## src/rtl/scr_pkg.sv

```systemverilog
// Shared types and constants for the synchronism check relay.
package scr_pkg;

  localparam int unsigned VOLT_W   = 24;
  localparam int unsigned FREQ_W   = 17;
  localparam int unsigned VLIM_W   = 23;
  localparam int unsigned VLIM2_W  = 46;
  localparam int unsigned TIME_W   = 40;
  localparam int unsigned STEP_W   = 32;
  localparam int unsigned SQ_W     = 49;
  localparam int unsigned ADDR_W   = 5;
  localparam int unsigned DATA_W   = 64;

  localparam logic [FREQ_W-1:0]  FREQ_LIMIT_RST   = 17'd600;
  localparam logic [VLIM_W-1:0]  VOLT_LIMIT_RST   = 23'd12000;
  localparam logic [VLIM2_W-1:0] VOLT_LIMIT2_RST  = 46'd144000000;
  localparam logic [TIME_W-1:0]  HOLD_PERIOD_RST  = 40'd1200000000;
  localparam logic [2:0]         PHASE_ENABLE_RST = 3'b111;

  typedef enum logic [1:0] {
    REG_FREQ_LIMIT   = 2'd0,
    REG_VOLT_LIMIT   = 2'd1,
    REG_HOLD_PERIOD  = 2'd2,
    REG_PHASE_ENABLE = 2'd3
  } scr_reg_t;

  typedef struct packed {
    logic [1:0]               phase;
    logic signed [VOLT_W-1:0] from_real;
    logic signed [VOLT_W-1:0] from_imag;
    logic signed [VOLT_W-1:0] to_real;
    logic signed [VOLT_W-1:0] to_imag;
    logic [FREQ_W-1:0]        from_frequency;
    logic [FREQ_W-1:0]        to_frequency;
    logic [STEP_W-1:0]        elapsed;
    logic                     last_phase;
    logic                     arm;
    logic                     first_iteration;
    logic                     post_pass;
  } scr_in_t;

  typedef struct packed {
    logic              close_switch;
    logic              armed_now;
    logic              within_limits;
    logic [TIME_W-1:0] held_time;
  } scr_out_t;

  typedef struct packed {
    logic [FREQ_W-1:0]  frequency_limit;
    logic [VLIM_W-1:0]  voltage_limit;
    logic [VLIM2_W-1:0] voltage_limit_sq;
    logic [TIME_W-1:0]  hold_period;
    logic [2:0]         phase_enable;
  } scr_cfg_t;

endpackage

```

## src/rtl/scr_in_if.sv

```systemverilog
// Input item channel of the synchronism check relay.
interface scr_in_if;
  import scr_pkg::*;

  logic    valid;
  logic    ready;
  scr_in_t data;

  modport source(output valid, output data, input ready);
  modport sink(input valid, input data, output ready);
endinterface

```

## src/rtl/scr_out_if.sv

```systemverilog
// Result item channel of the synchronism check relay.
interface scr_out_if;
  import scr_pkg::*;

  logic     valid;
  logic     ready;
  scr_out_t data;

  modport source(output valid, output data, input ready);
  modport sink(input valid, input data, output ready);
endinterface

```

## src/rtl/scr_regs.sv

```systemverilog
// APB-style configuration registers of the synchronism check relay.
module scr_regs (
  input  logic                         clk,
  input  logic                         rst_n,
  input  logic                         psel,
  input  logic                         penable,
  input  logic                         pwrite,
  input  logic [scr_pkg::ADDR_W-1:0]   paddr,
  input  logic [scr_pkg::DATA_W-1:0]   pwdata,
  output logic [scr_pkg::DATA_W-1:0]   prdata,
  output logic                         pready,
  output scr_pkg::scr_cfg_t            cfg
);
  import scr_pkg::*;

  scr_cfg_t cfg_r;
  scr_reg_t idx;
  logic     wr;

  assign idx    = scr_reg_t'(paddr[4:3]);
  assign wr     = psel && penable && pwrite;
  assign pready = 1'b1;
  assign cfg    = cfg_r;

  always_ff @(posedge clk) begin
    if (!rst_n) begin
      cfg_r.frequency_limit  <= FREQ_LIMIT_RST;
      cfg_r.voltage_limit    <= VOLT_LIMIT_RST;
      cfg_r.voltage_limit_sq <= VOLT_LIMIT2_RST;
      cfg_r.hold_period      <= HOLD_PERIOD_RST;
      cfg_r.phase_enable     <= PHASE_ENABLE_RST;
    end else if (wr) begin
      case (idx)
        REG_FREQ_LIMIT: begin
          cfg_r.frequency_limit <= pwdata[FREQ_W-1:0];
        end
        REG_VOLT_LIMIT: begin
          cfg_r.voltage_limit    <= pwdata[VLIM_W-1:0];
          cfg_r.voltage_limit_sq <= VLIM2_W'(pwdata[VLIM_W-1:0])
                                    * VLIM2_W'(pwdata[VLIM_W-1:0]);
        end
        REG_HOLD_PERIOD: begin
          cfg_r.hold_period <= pwdata[TIME_W-1:0];
        end
        REG_PHASE_ENABLE: begin
          cfg_r.phase_enable <= pwdata[2:0];
        end
        default: begin
        end
      endcase
    end
  end

  always_comb begin
    case (idx)
      REG_FREQ_LIMIT:   prdata = DATA_W'(cfg_r.frequency_limit);
      REG_VOLT_LIMIT:   prdata = DATA_W'(cfg_r.voltage_limit);
      REG_HOLD_PERIOD:  prdata = DATA_W'(cfg_r.hold_period);
      REG_PHASE_ENABLE: prdata = DATA_W'(cfg_r.phase_enable);
      default:          prdata = '0;
    endcase
  end

endmodule

```

## src/rtl/sync_check_relay.sv

```systemverilog
// Top level of the synchronism check relay: four-stage item pipeline and state update.
// The block takes one item per clock cycle while the pipeline is not stalled, and
// returns one result for it through an input register, a register of squared phasor
// differences, a register of the limit compares and the result register, where the armed
// flag, the pass flags and the hold timer are updated. Backpressure on the result channel
// stalls the pipeline one stage at a time, so empty stages still take new items.
// Configuration registers sit at byte addresses 0, 8, 16 and 24 on a 64-bit data bus.
module sync_check_relay (
  input  logic                         clk,
  input  logic                         rst_n,
  scr_in_if.sink                       in_ch,
  scr_out_if.source                    out_ch,
  input  logic                         cfg_psel,
  input  logic                         cfg_penable,
  input  logic                         cfg_pwrite,
  input  logic [scr_pkg::ADDR_W-1:0]   cfg_paddr,
  input  logic [scr_pkg::DATA_W-1:0]   cfg_pwdata,
  output logic [scr_pkg::DATA_W-1:0]   cfg_prdata,
  output logic                         cfg_pready
);
  import scr_pkg::*;

  scr_cfg_t cfg;

  scr_regs u_regs (
    .clk     (clk),
    .rst_n   (rst_n),
    .psel    (cfg_psel),
    .penable (cfg_penable),
    .pwrite  (cfg_pwrite),
    .paddr   (cfg_paddr),
    .pwdata  (cfg_pwdata),
    .prdata  (cfg_prdata),
    .pready  (cfg_pready),
    .cfg     (cfg)
  );

  // Pipeline handshake.
  logic v0_r, v1_r, v2_r, v3_r;
  logic rdy1, rdy2, rdy3;
  logic ld0, ld1, ld2, ld3;

  assign rdy3        = !v3_r || out_ch.ready;
  assign rdy2        = !v2_r || rdy3;
  assign rdy1        = !v1_r || rdy2;
  assign in_ch.ready = !v0_r || rdy1;
  assign ld0         = in_ch.valid && in_ch.ready;
  assign ld1         = v0_r && rdy1;
  assign ld2         = v1_r && rdy2;
  assign ld3         = v2_r && rdy3;

  always_ff @(posedge clk) begin
    if (!rst_n) begin
      v0_r <= 1'b0;
      v1_r <= 1'b0;
      v2_r <= 1'b0;
      v3_r <= 1'b0;
    end else begin
      v0_r <= ld0 || (v0_r && !rdy1);
      v1_r <= ld1 || (v1_r && !rdy2);
      v2_r <= ld2 || (v2_r && !rdy3);
      v3_r <= ld3 || (v3_r && !out_ch.ready);
    end
  end

  // Stage 0: input register.
  scr_in_t s0_r;

  always_ff @(posedge clk) begin
    if (ld0) begin
      s0_r <= in_ch.data;
    end
  end

  // Stage 1: squared differences, phase enable and frequency compare.
  logic signed [VOLT_W:0] dr, di;
  logic [VOLT_W:0]        dr_abs, di_abs;
  logic [2*VOLT_W+1:0]    dr_sq, di_sq;
  logic [FREQ_W-1:0]      fdiff;
  logic [3:0]             en_vec;

  assign dr     = {s0_r.from_real[VOLT_W-1], s0_r.from_real}
                - {s0_r.to_real[VOLT_W-1], s0_r.to_real};
  assign di     = {s0_r.from_imag[VOLT_W-1], s0_r.from_imag}
                - {s0_r.to_imag[VOLT_W-1], s0_r.to_imag};
  assign dr_abs = dr[VOLT_W] ? (VOLT_W+1)'(-dr) : (VOLT_W+1)'(dr);
  assign di_abs = di[VOLT_W] ? (VOLT_W+1)'(-di) : (VOLT_W+1)'(di);
  assign dr_sq  = (2*VOLT_W+2)'(dr_abs) * (2*VOLT_W+2)'(dr_abs);
  assign di_sq  = (2*VOLT_W+2)'(di_abs) * (2*VOLT_W+2)'(di_abs);
  assign fdiff  = (s0_r.from_frequency > s0_r.to_frequency)
                ? s0_r.from_frequency - s0_r.to_frequency
                : s0_r.to_frequency - s0_r.from_frequency;
  // The unused phase code maps to a cleared enable bit and always passes the voltage compare.
  assign en_vec = {1'b0, cfg.phase_enable};

  logic [SQ_W-1:0]   s1_dr2_r, s1_di2_r;
  logic              s1_hit_r, s1_fok_r, s1_last_r, s1_arm_r, s1_act_r;
  logic [STEP_W-1:0] s1_elapsed_r;

  always_ff @(posedge clk) begin
    if (ld1) begin
      s1_dr2_r     <= dr_sq[SQ_W-1:0];
      s1_di2_r     <= di_sq[SQ_W-1:0];
      s1_hit_r     <= en_vec[s0_r.phase];
      s1_fok_r     <= fdiff <= cfg.frequency_limit;
      s1_last_r    <= s0_r.last_phase;
      s1_arm_r     <= s0_r.arm;
      s1_act_r     <= s0_r.first_iteration && !s0_r.post_pass;
      s1_elapsed_r <= s0_r.elapsed;
    end
  end

  // Stage 2: magnitude compare against the squared voltage limit.
  logic [SQ_W:0] mag2;

  assign mag2 = (SQ_W+1)'(s1_dr2_r) + (SQ_W+1)'(s1_di2_r);

  logic              s2_vfail_r, s2_fok_r, s2_last_r, s2_arm_r, s2_act_r;
  logic [STEP_W-1:0] s2_elapsed_r;

  always_ff @(posedge clk) begin
    if (ld2) begin
      s2_vfail_r   <= s1_hit_r && (mag2 > (SQ_W+1)'(cfg.voltage_limit_sq));
      s2_fok_r     <= s1_fok_r;
      s2_last_r    <= s1_last_r;
      s2_arm_r     <= s1_arm_r;
      s2_act_r     <= s1_act_r;
      s2_elapsed_r <= s1_elapsed_r;
    end
  end

  // Stage 3: relay state and result register.
  logic              armed_r, phases_pass_r, metrics_ok_r;
  logic [TIME_W-1:0] hold_timer_r;
  logic              armed_nxt, phases_pass_nxt, metrics_ok_nxt, close_nxt;
  logic [TIME_W-1:0] hold_timer_nxt;
  logic [TIME_W:0]   sum;
  scr_out_t          s3_r;

  always_comb begin
    armed_nxt       = armed_r || s2_arm_r;
    phases_pass_nxt = s2_arm_r ? 1'b1 : phases_pass_r;
    metrics_ok_nxt  = s2_arm_r ? 1'b0 : metrics_ok_r;
    hold_timer_nxt  = s2_arm_r ? '0 : hold_timer_r;
    close_nxt       = 1'b0;
    sum             = (TIME_W+1)'(hold_timer_nxt) + (TIME_W+1)'(s2_elapsed_r);
    if (armed_nxt && s2_act_r) begin
      if (s2_vfail_r) begin
        phases_pass_nxt = 1'b0;
      end
      if (s2_last_r) begin
        metrics_ok_nxt = phases_pass_nxt && s2_fok_r;
        if (metrics_ok_nxt) begin
          hold_timer_nxt = sum[TIME_W] ? '1 : sum[TIME_W-1:0];
        end else begin
          hold_timer_nxt = '0;
        end
        if (metrics_ok_nxt && (hold_timer_nxt >= cfg.hold_period)) begin
          close_nxt      = 1'b1;
          armed_nxt      = 1'b0;
          metrics_ok_nxt = 1'b0;
          hold_timer_nxt = '0;
        end
        phases_pass_nxt = 1'b1;
      end
    end
  end

  always_ff @(posedge clk) begin
    if (!rst_n) begin
      armed_r       <= 1'b0;
      phases_pass_r <= 1'b1;
      metrics_ok_r  <= 1'b0;
      hold_timer_r  <= '0;
    end else if (ld3) begin
      armed_r       <= armed_nxt;
      phases_pass_r <= phases_pass_nxt;
      metrics_ok_r  <= metrics_ok_nxt;
      hold_timer_r  <= hold_timer_nxt;
    end
  end

  always_ff @(posedge clk) begin
    if (ld3) begin
      s3_r.close_switch  <= close_nxt;
      s3_r.armed_now     <= armed_nxt;
      s3_r.within_limits <= metrics_ok_nxt;
      s3_r.held_time     <= hold_timer_nxt;
    end
  end

  assign out_ch.valid = v3_r;
  assign out_ch.data  = s3_r;

  // A held timer only exists while the latest evaluation passed.
  a_timer_needs_ok: assert property (@(posedge clk) disable iff (!rst_n)
    !metrics_ok_r |-> (hold_timer_r == '0))
    else $error("hold timer nonzero without passing evaluation");

  // Passing metrics are only kept while the relay is armed.
  a_ok_needs_armed: assert property (@(posedge clk) disable iff (!rst_n)
    !armed_r |-> !metrics_ok_r)
    else $error("metrics passing while disarmed");

  // A close result shows the relay disarmed with a cleared timer.
  a_close_clears: assert property (@(posedge clk) disable iff (!rst_n)
    (v3_r && s3_r.close_switch) |->
      (!s3_r.armed_now && !s3_r.within_limits && (s3_r.held_time == '0)))
    else $error("close result with state not cleared");

  // The input side only stalls when every stage holds an item.
  a_stall_full: assert property (@(posedge clk) disable iff (!rst_n)
    !in_ch.ready |-> (v0_r && v1_r && v2_r && v3_r))
    else $error("input stalled with an empty stage");

endmodule
```

## src/flat_wrapper.sv

```systemverilog
// flat-port wrapper written by rule: the top's interface ports become plain ports
module sync_check_relay_flat import scr_pkg::*;
  (clk, rst_n, cfg_psel, cfg_penable, cfg_pwrite, cfg_paddr, cfg_pwdata, cfg_prdata, cfg_pready, in_ch_valid, in_ch_data, in_ch_ready, out_ch_valid, out_ch_data, out_ch_ready);
  scr_in_if in_ch_i ();
  scr_out_if out_ch_i ();
  input  logic clk;
  input  logic rst_n;
  input  logic cfg_psel;
  input  logic cfg_penable;
  input  logic cfg_pwrite;
  input  logic [scr_pkg::ADDR_W-1:0] cfg_paddr;
  input  logic [scr_pkg::DATA_W-1:0] cfg_pwdata;
  output logic [scr_pkg::DATA_W-1:0] cfg_prdata;
  output logic cfg_pready;
  input wire logic [$bits(in_ch_i.valid)-1:0] in_ch_valid;
  input wire logic [$bits(in_ch_i.data)-1:0] in_ch_data;
  output wire logic [$bits(in_ch_i.ready)-1:0] in_ch_ready;
  output wire logic [$bits(out_ch_i.valid)-1:0] out_ch_valid;
  output wire logic [$bits(out_ch_i.data)-1:0] out_ch_data;
  input wire logic [$bits(out_ch_i.ready)-1:0] out_ch_ready;
  assign in_ch_i.valid = in_ch_valid;
  assign in_ch_i.data = in_ch_data;
  assign in_ch_ready = in_ch_i.ready;
  assign out_ch_valid = out_ch_i.valid;
  assign out_ch_data = out_ch_i.data;
  assign out_ch_i.ready = out_ch_ready;
  sync_check_relay u_core (.clk(clk), .rst_n(rst_n), .in_ch(in_ch_i), .out_ch(out_ch_i), .cfg_psel(cfg_psel), .cfg_penable(cfg_penable), .cfg_pwrite(cfg_pwrite), .cfg_paddr(cfg_paddr), .cfg_pwdata(cfg_pwdata), .cfg_prdata(cfg_prdata), .cfg_pready(cfg_pready));
endmodule
```

## config.mk

```make
export PLATFORM = sky130hd
export DESIGN_NAME = sync_check_relay_flat
export DESIGN_NICKNAME = d
export VERILOG_FILES = /design/src/rtl/scr_pkg.sv /design/src/rtl/scr_in_if.sv /design/src/rtl/scr_out_if.sv /design/src/rtl/scr_regs.sv /design/src/rtl/sync_check_relay.sv /design/src/flat_wrapper.sv
export SDC_FILE = /design/constraint.sdc
export NUM_CORES = 2
export LEC_CHECK = 0
export ABC_CLOCK_PERIOD_IN_PS = 40500
export BUFFER_PORTS_ARGS = -buffer_cell sky130_fd_sc_hd__buf_2
export CORE_UTILIZATION = 30
export DETAILED_ROUTE_END_ITERATION = 16
export PLACE_DENSITY = 0.47
export SLEW_MARGIN = 0
export SYNTH_ARGS = -nofsm -noshare
export SYNTH_HDL_FRONTEND = slang
export SYNTH_SLANG_ARGS = --single-unit
```

## constraint.sdc

```tcl
create_clock -name clk -period 40.5 [get_ports clk]
set_input_delay 8.1 -clock clk [delete_from_list [all_inputs] [get_ports clk]]
set_output_delay 8.1 -clock clk [all_outputs]
set_load 0.02 [all_outputs]
```

==> PnR_summary.wiki <==
{| class="wikitable"
! Metric !! Value
|-
| Number of buffers between clock root and the deepest sink || 3
|-
| Syn Std Cell Area || 80300 sq um
|-
| Average size of a mapped cell || 9.46 sq um
|-
| Post-DR wirelength/cell || 18.8 um
|-
| Total number of clock tree sinks || 555
|-
| Clock slew seen by the registers of the worst setup and hold paths || 0.06 ns
|-
| Crit Path Category || primary input to output port
|-
| Min cycle time layout || 18.22 ns
|-
| EDFF count, synth || 381
|-
| Dominant cell type by area after synthesis || sky130_fd_sc_hd__fa_1
|-
| Aggregate global routing overflow || 0
|-
| DRC violation count after routing || 0
|-
| Count of boundary I/O pins || 354
|-
| Number of nets in the finished design || 11079
|-
| Measured slew at the worst slew-check pin || 1.19 ns
|-
| Clock tree skew after final layout || 0.0317 ns
|-
| Via-per-instance ratio || 4.68
|-
| Period utilization || 0.450
|-
| Data required time of the critical path || 32.40 ns
|-
| Post-route insts no fill || 12309
|-
| Number of filler instances in the final layout || 27488
|-
| Commonest cells after routing, fill and taps aside || sky130_fd_sc_hd__inv_1, sky130_fd_sc_hd__fa_1, sky130_fd_sc_hd__nand2_1, sky130_fd_sc_hd__ha_1, sky130_fd_sc_hd__nor2_1
|-
| Max-cap violations || 0
|-
| Starting density of the core || 0.302
|-
| Critical path's slowest cell || sky130_fd_sc_hd__nor2b_1
|-
| CTS tree || done
|-
| Delay contributed by the slowest stage of the critical path || 0.69 ns
|-
| Area overhead of the layout relative to synthesis || 10.2%
|-
| Die ar. || 270000 sq um
|-
| Top Family by Delay on Critical Path || buffers and inverters
|-
| Vias in the first global route || 62894
|-
| Clock Root Buffer || sky130_fd_sc_hd__clkbuf_16
|-
| Part of the Yosys area used for sequential elements || 0.186
|-
| Final count of negative-setup-slack endpoints || 0
|-
| Final count of pins violating max slew || 0
|-
| Global-route wire length before repair || 365000 um
|-
| Count of nets left with antenna violations after detail routing || 0
|-
| Horizontal die dimension || 519 um
|-
| DRT iter0 DRCs || 3271
|-
| Sequence of cells on the critical path || buf_2 > nor2b_1 > buf_4 > nand2_1 > o21ai_0 > buf_2
|-
| Clock latency of the later-clocked register in the worst-skew pair || 0.72 ns
|-
| Weighted congestion reported at the end of routability-driven placement || 0.880
|-
| Top cell type's share of synthesized area || 0.331
|-
| DIE HEIGHT || 519 um
|-
| Number of buffers added for setup after CTS || 0
|-
| Wire length reported by the detailed router || 231000 um
|-
| Placed instance area || 86000 sq um
|-
| Total via count after detailed routing || 57661
|-
| Distinct cell type count of the synthesized netlist || 119
|-
| Async SR Flop Fraction || 0
|-
| CTS hold repair buffers || 0
|-
| CP bufs+invs || 3
|-
| Most used DFF post-synth || sky130_fd_sc_hd__edfxtp_1
|-
| Tightest Hold Check Type || flip-flop to flip-flop
|-
| Worst Path Max Fanout || 22
|-
| Syn. warnings || 0
|-
| # rows || 189
|-
| Port Buffer Count || 301
|-
| Count of mapped cells out of synthesis || 8489
|-
| CP Capture Type || output port
|-
| Fraction of layout instances using a drive strength above 1 || 0.0728
|-
| Startpoint kind of the worst setup timing path || primary input
|-
| Aggregate global-route resource usage || 0.174
|-
| Number of register bits inferred by synthesis || 555
|-
| Most common library cell in the layout ignoring fill and taps || sky130_fd_sc_hd__inv_1
|-
| Data arrival at the endpoint of the critical path || 10.12 ns
|-
| Cell types with the largest area share after synthesis || sky130_fd_sc_hd__fa_1, sky130_fd_sc_hd__edfxtp_1, sky130_fd_sc_hd__ha_1
|-
| Core footprint || 266000 sq um
|-
| Total iterations of the first detailed-routing run || 7
|-
| Setup repair after global routing missed its margin || no
|-
| Final Hold Violating Endpoints || 0
|-
| Maximum achievable frequency || 54.9 MHz
|-
| Final setup TNS || 0 ns
|-
| Largest net degree at the start of global routing || 79
|-
| H-Tree Level Count || 3
|-
| Critical Path Most Common Cell || sky130_fd_sc_hd__buf_2
|-
| Inserted Clock Buffers || 72
|-
| Detailed placement HPWL || 184000 um
|-
| Status || completed
|-
| Final non-filler cell area || 88500 sq um
|-
| Number of instances resized during post-cts repair || 0
|-
| Slew margin rel. || 0.200
|-
| Number of antenna violations at the first check in global routing || 10
|-
| Placed cell count || 12177
|}
## cell type report
class / count / area, sq um / area share
Tap cell: 3533 / 4420 / 0.0499
Clock inverter: 41 / 551 / 0.00622
Multi-Input combinational cell: 5742 / 57100 / 0.646
Timing Repair Buffer: 386 / 2140 / 0.0242
Antenna cell: 3 / 7.51 / 0.0000848
Inverter: 1961 / 7370 / 0.0832
Clock buffer: 88 / 1940 / 0.0220
Sequential cell: 555 / 14900 / 0.169
## flip-flops by register name, indices dropped and copies added (netlist names), 32 cells and up
| name | cells |
|---|---|
| u_core.s0_r | 168 |
| u_core.u_regs.cfg | 127 |
| u_core.s1_di2_r | 48 |
| u_core.s1_dr2_r | 48 |
| u_core.out_ch.data | 43 |
| u_core.hold_timer_r | 40 |
| u_core.s1_elapsed_r | 32 |
| u_core.s2_elapsed_r | 32 |
## synth_stat cells, drive strengths merged, types with 10 or more instances
| library cell | number |
|---|---|
| fa | 1328 |
| a31o | 11 |
| a21oi | 386 |
| a21boi | 11 |
| nor3b | 10 |
| a22o | 11 |
| a211oi | 37 |
| nand3 | 77 |
| nor2b | 71 |
| o21a | 48 |
| o31ai | 28 |
| a2bb2oi | 16 |
| nand2 | 790 |
| xor2 | 113 |
| edfxtp | 381 |
| nand4 | 53 |
| a21o | 185 |
| clkbuf | 198 |
| o21ai | 218 |
| nor4 | 20 |
| a221oi | 10 |
| and4 | 14 |
| nand2b | 46 |
| and2 | 164 |
| nor3 | 65 |
| or3 | 11 |
| mux2i | 32 |
| xnor2 | 197 |
| inv | 1959 |
| dfxtp | 174 |
| o22ai | 17 |
| or2 | 28 |
| nor2 | 593 |
| ha | 789 |
| buf | 92 |
| o211ai | 52 |
| and3 | 39 |
| o21bai | 37 |
| a31oi | 37 |
## kinds of logic (layout without fill, tap and decap cells)
group,count (synthesis),after routing,synth area share
other cells,2,64,0.0000935
compound gates,1201,1201,0.0971
flops,555,555,0.186
mux,41,41,0.00572
simple gates,2011,2011,0.114
fa+ha+maj,2117,2117,0.454
xor+xnor,311,311,0.0354
buf+inv,2251,2476,0.108
## per-layer routing
metal,GRT usage,part of all wire
met4,0.0437,0.025
met1,0.228,0.44
met2,0.304,0.49
met3,0.0201,0.043
met5,0,0.00018
## path summary, 6_finish.rpt
kind,startpoint,to,slack [ns],depth (start not counted)
max,cfg_paddr[3],cfg_prdata[6],22.28,6
min,u_core.s0_r[15],u_core.s1_elapsed_r[11],0.40,0
max reg2reg,u_core.s0_r[118],u_core.s1_di2_r[45],28.12,37
min reg2reg,u_core.s0_r[15],u_core.s1_elapsed_r[11],0.40,0
## per-stage QoR
stage	hold WS [ns]	worst slack [ns]	utilization
after floorplan	0.400	21.68	-
after global placement	0.413	22.36	0.324
after detailed placement	0.405	22.34	0.324
after CTS	0.417	22.33	0.333
after global routing	0.422	22.20	0.333
final	0.404	22.28	0.333
Power is left out: the tool's default activity adds up to more than one toggle a clock period on the data nets, which glitch-free logic cannot reach.
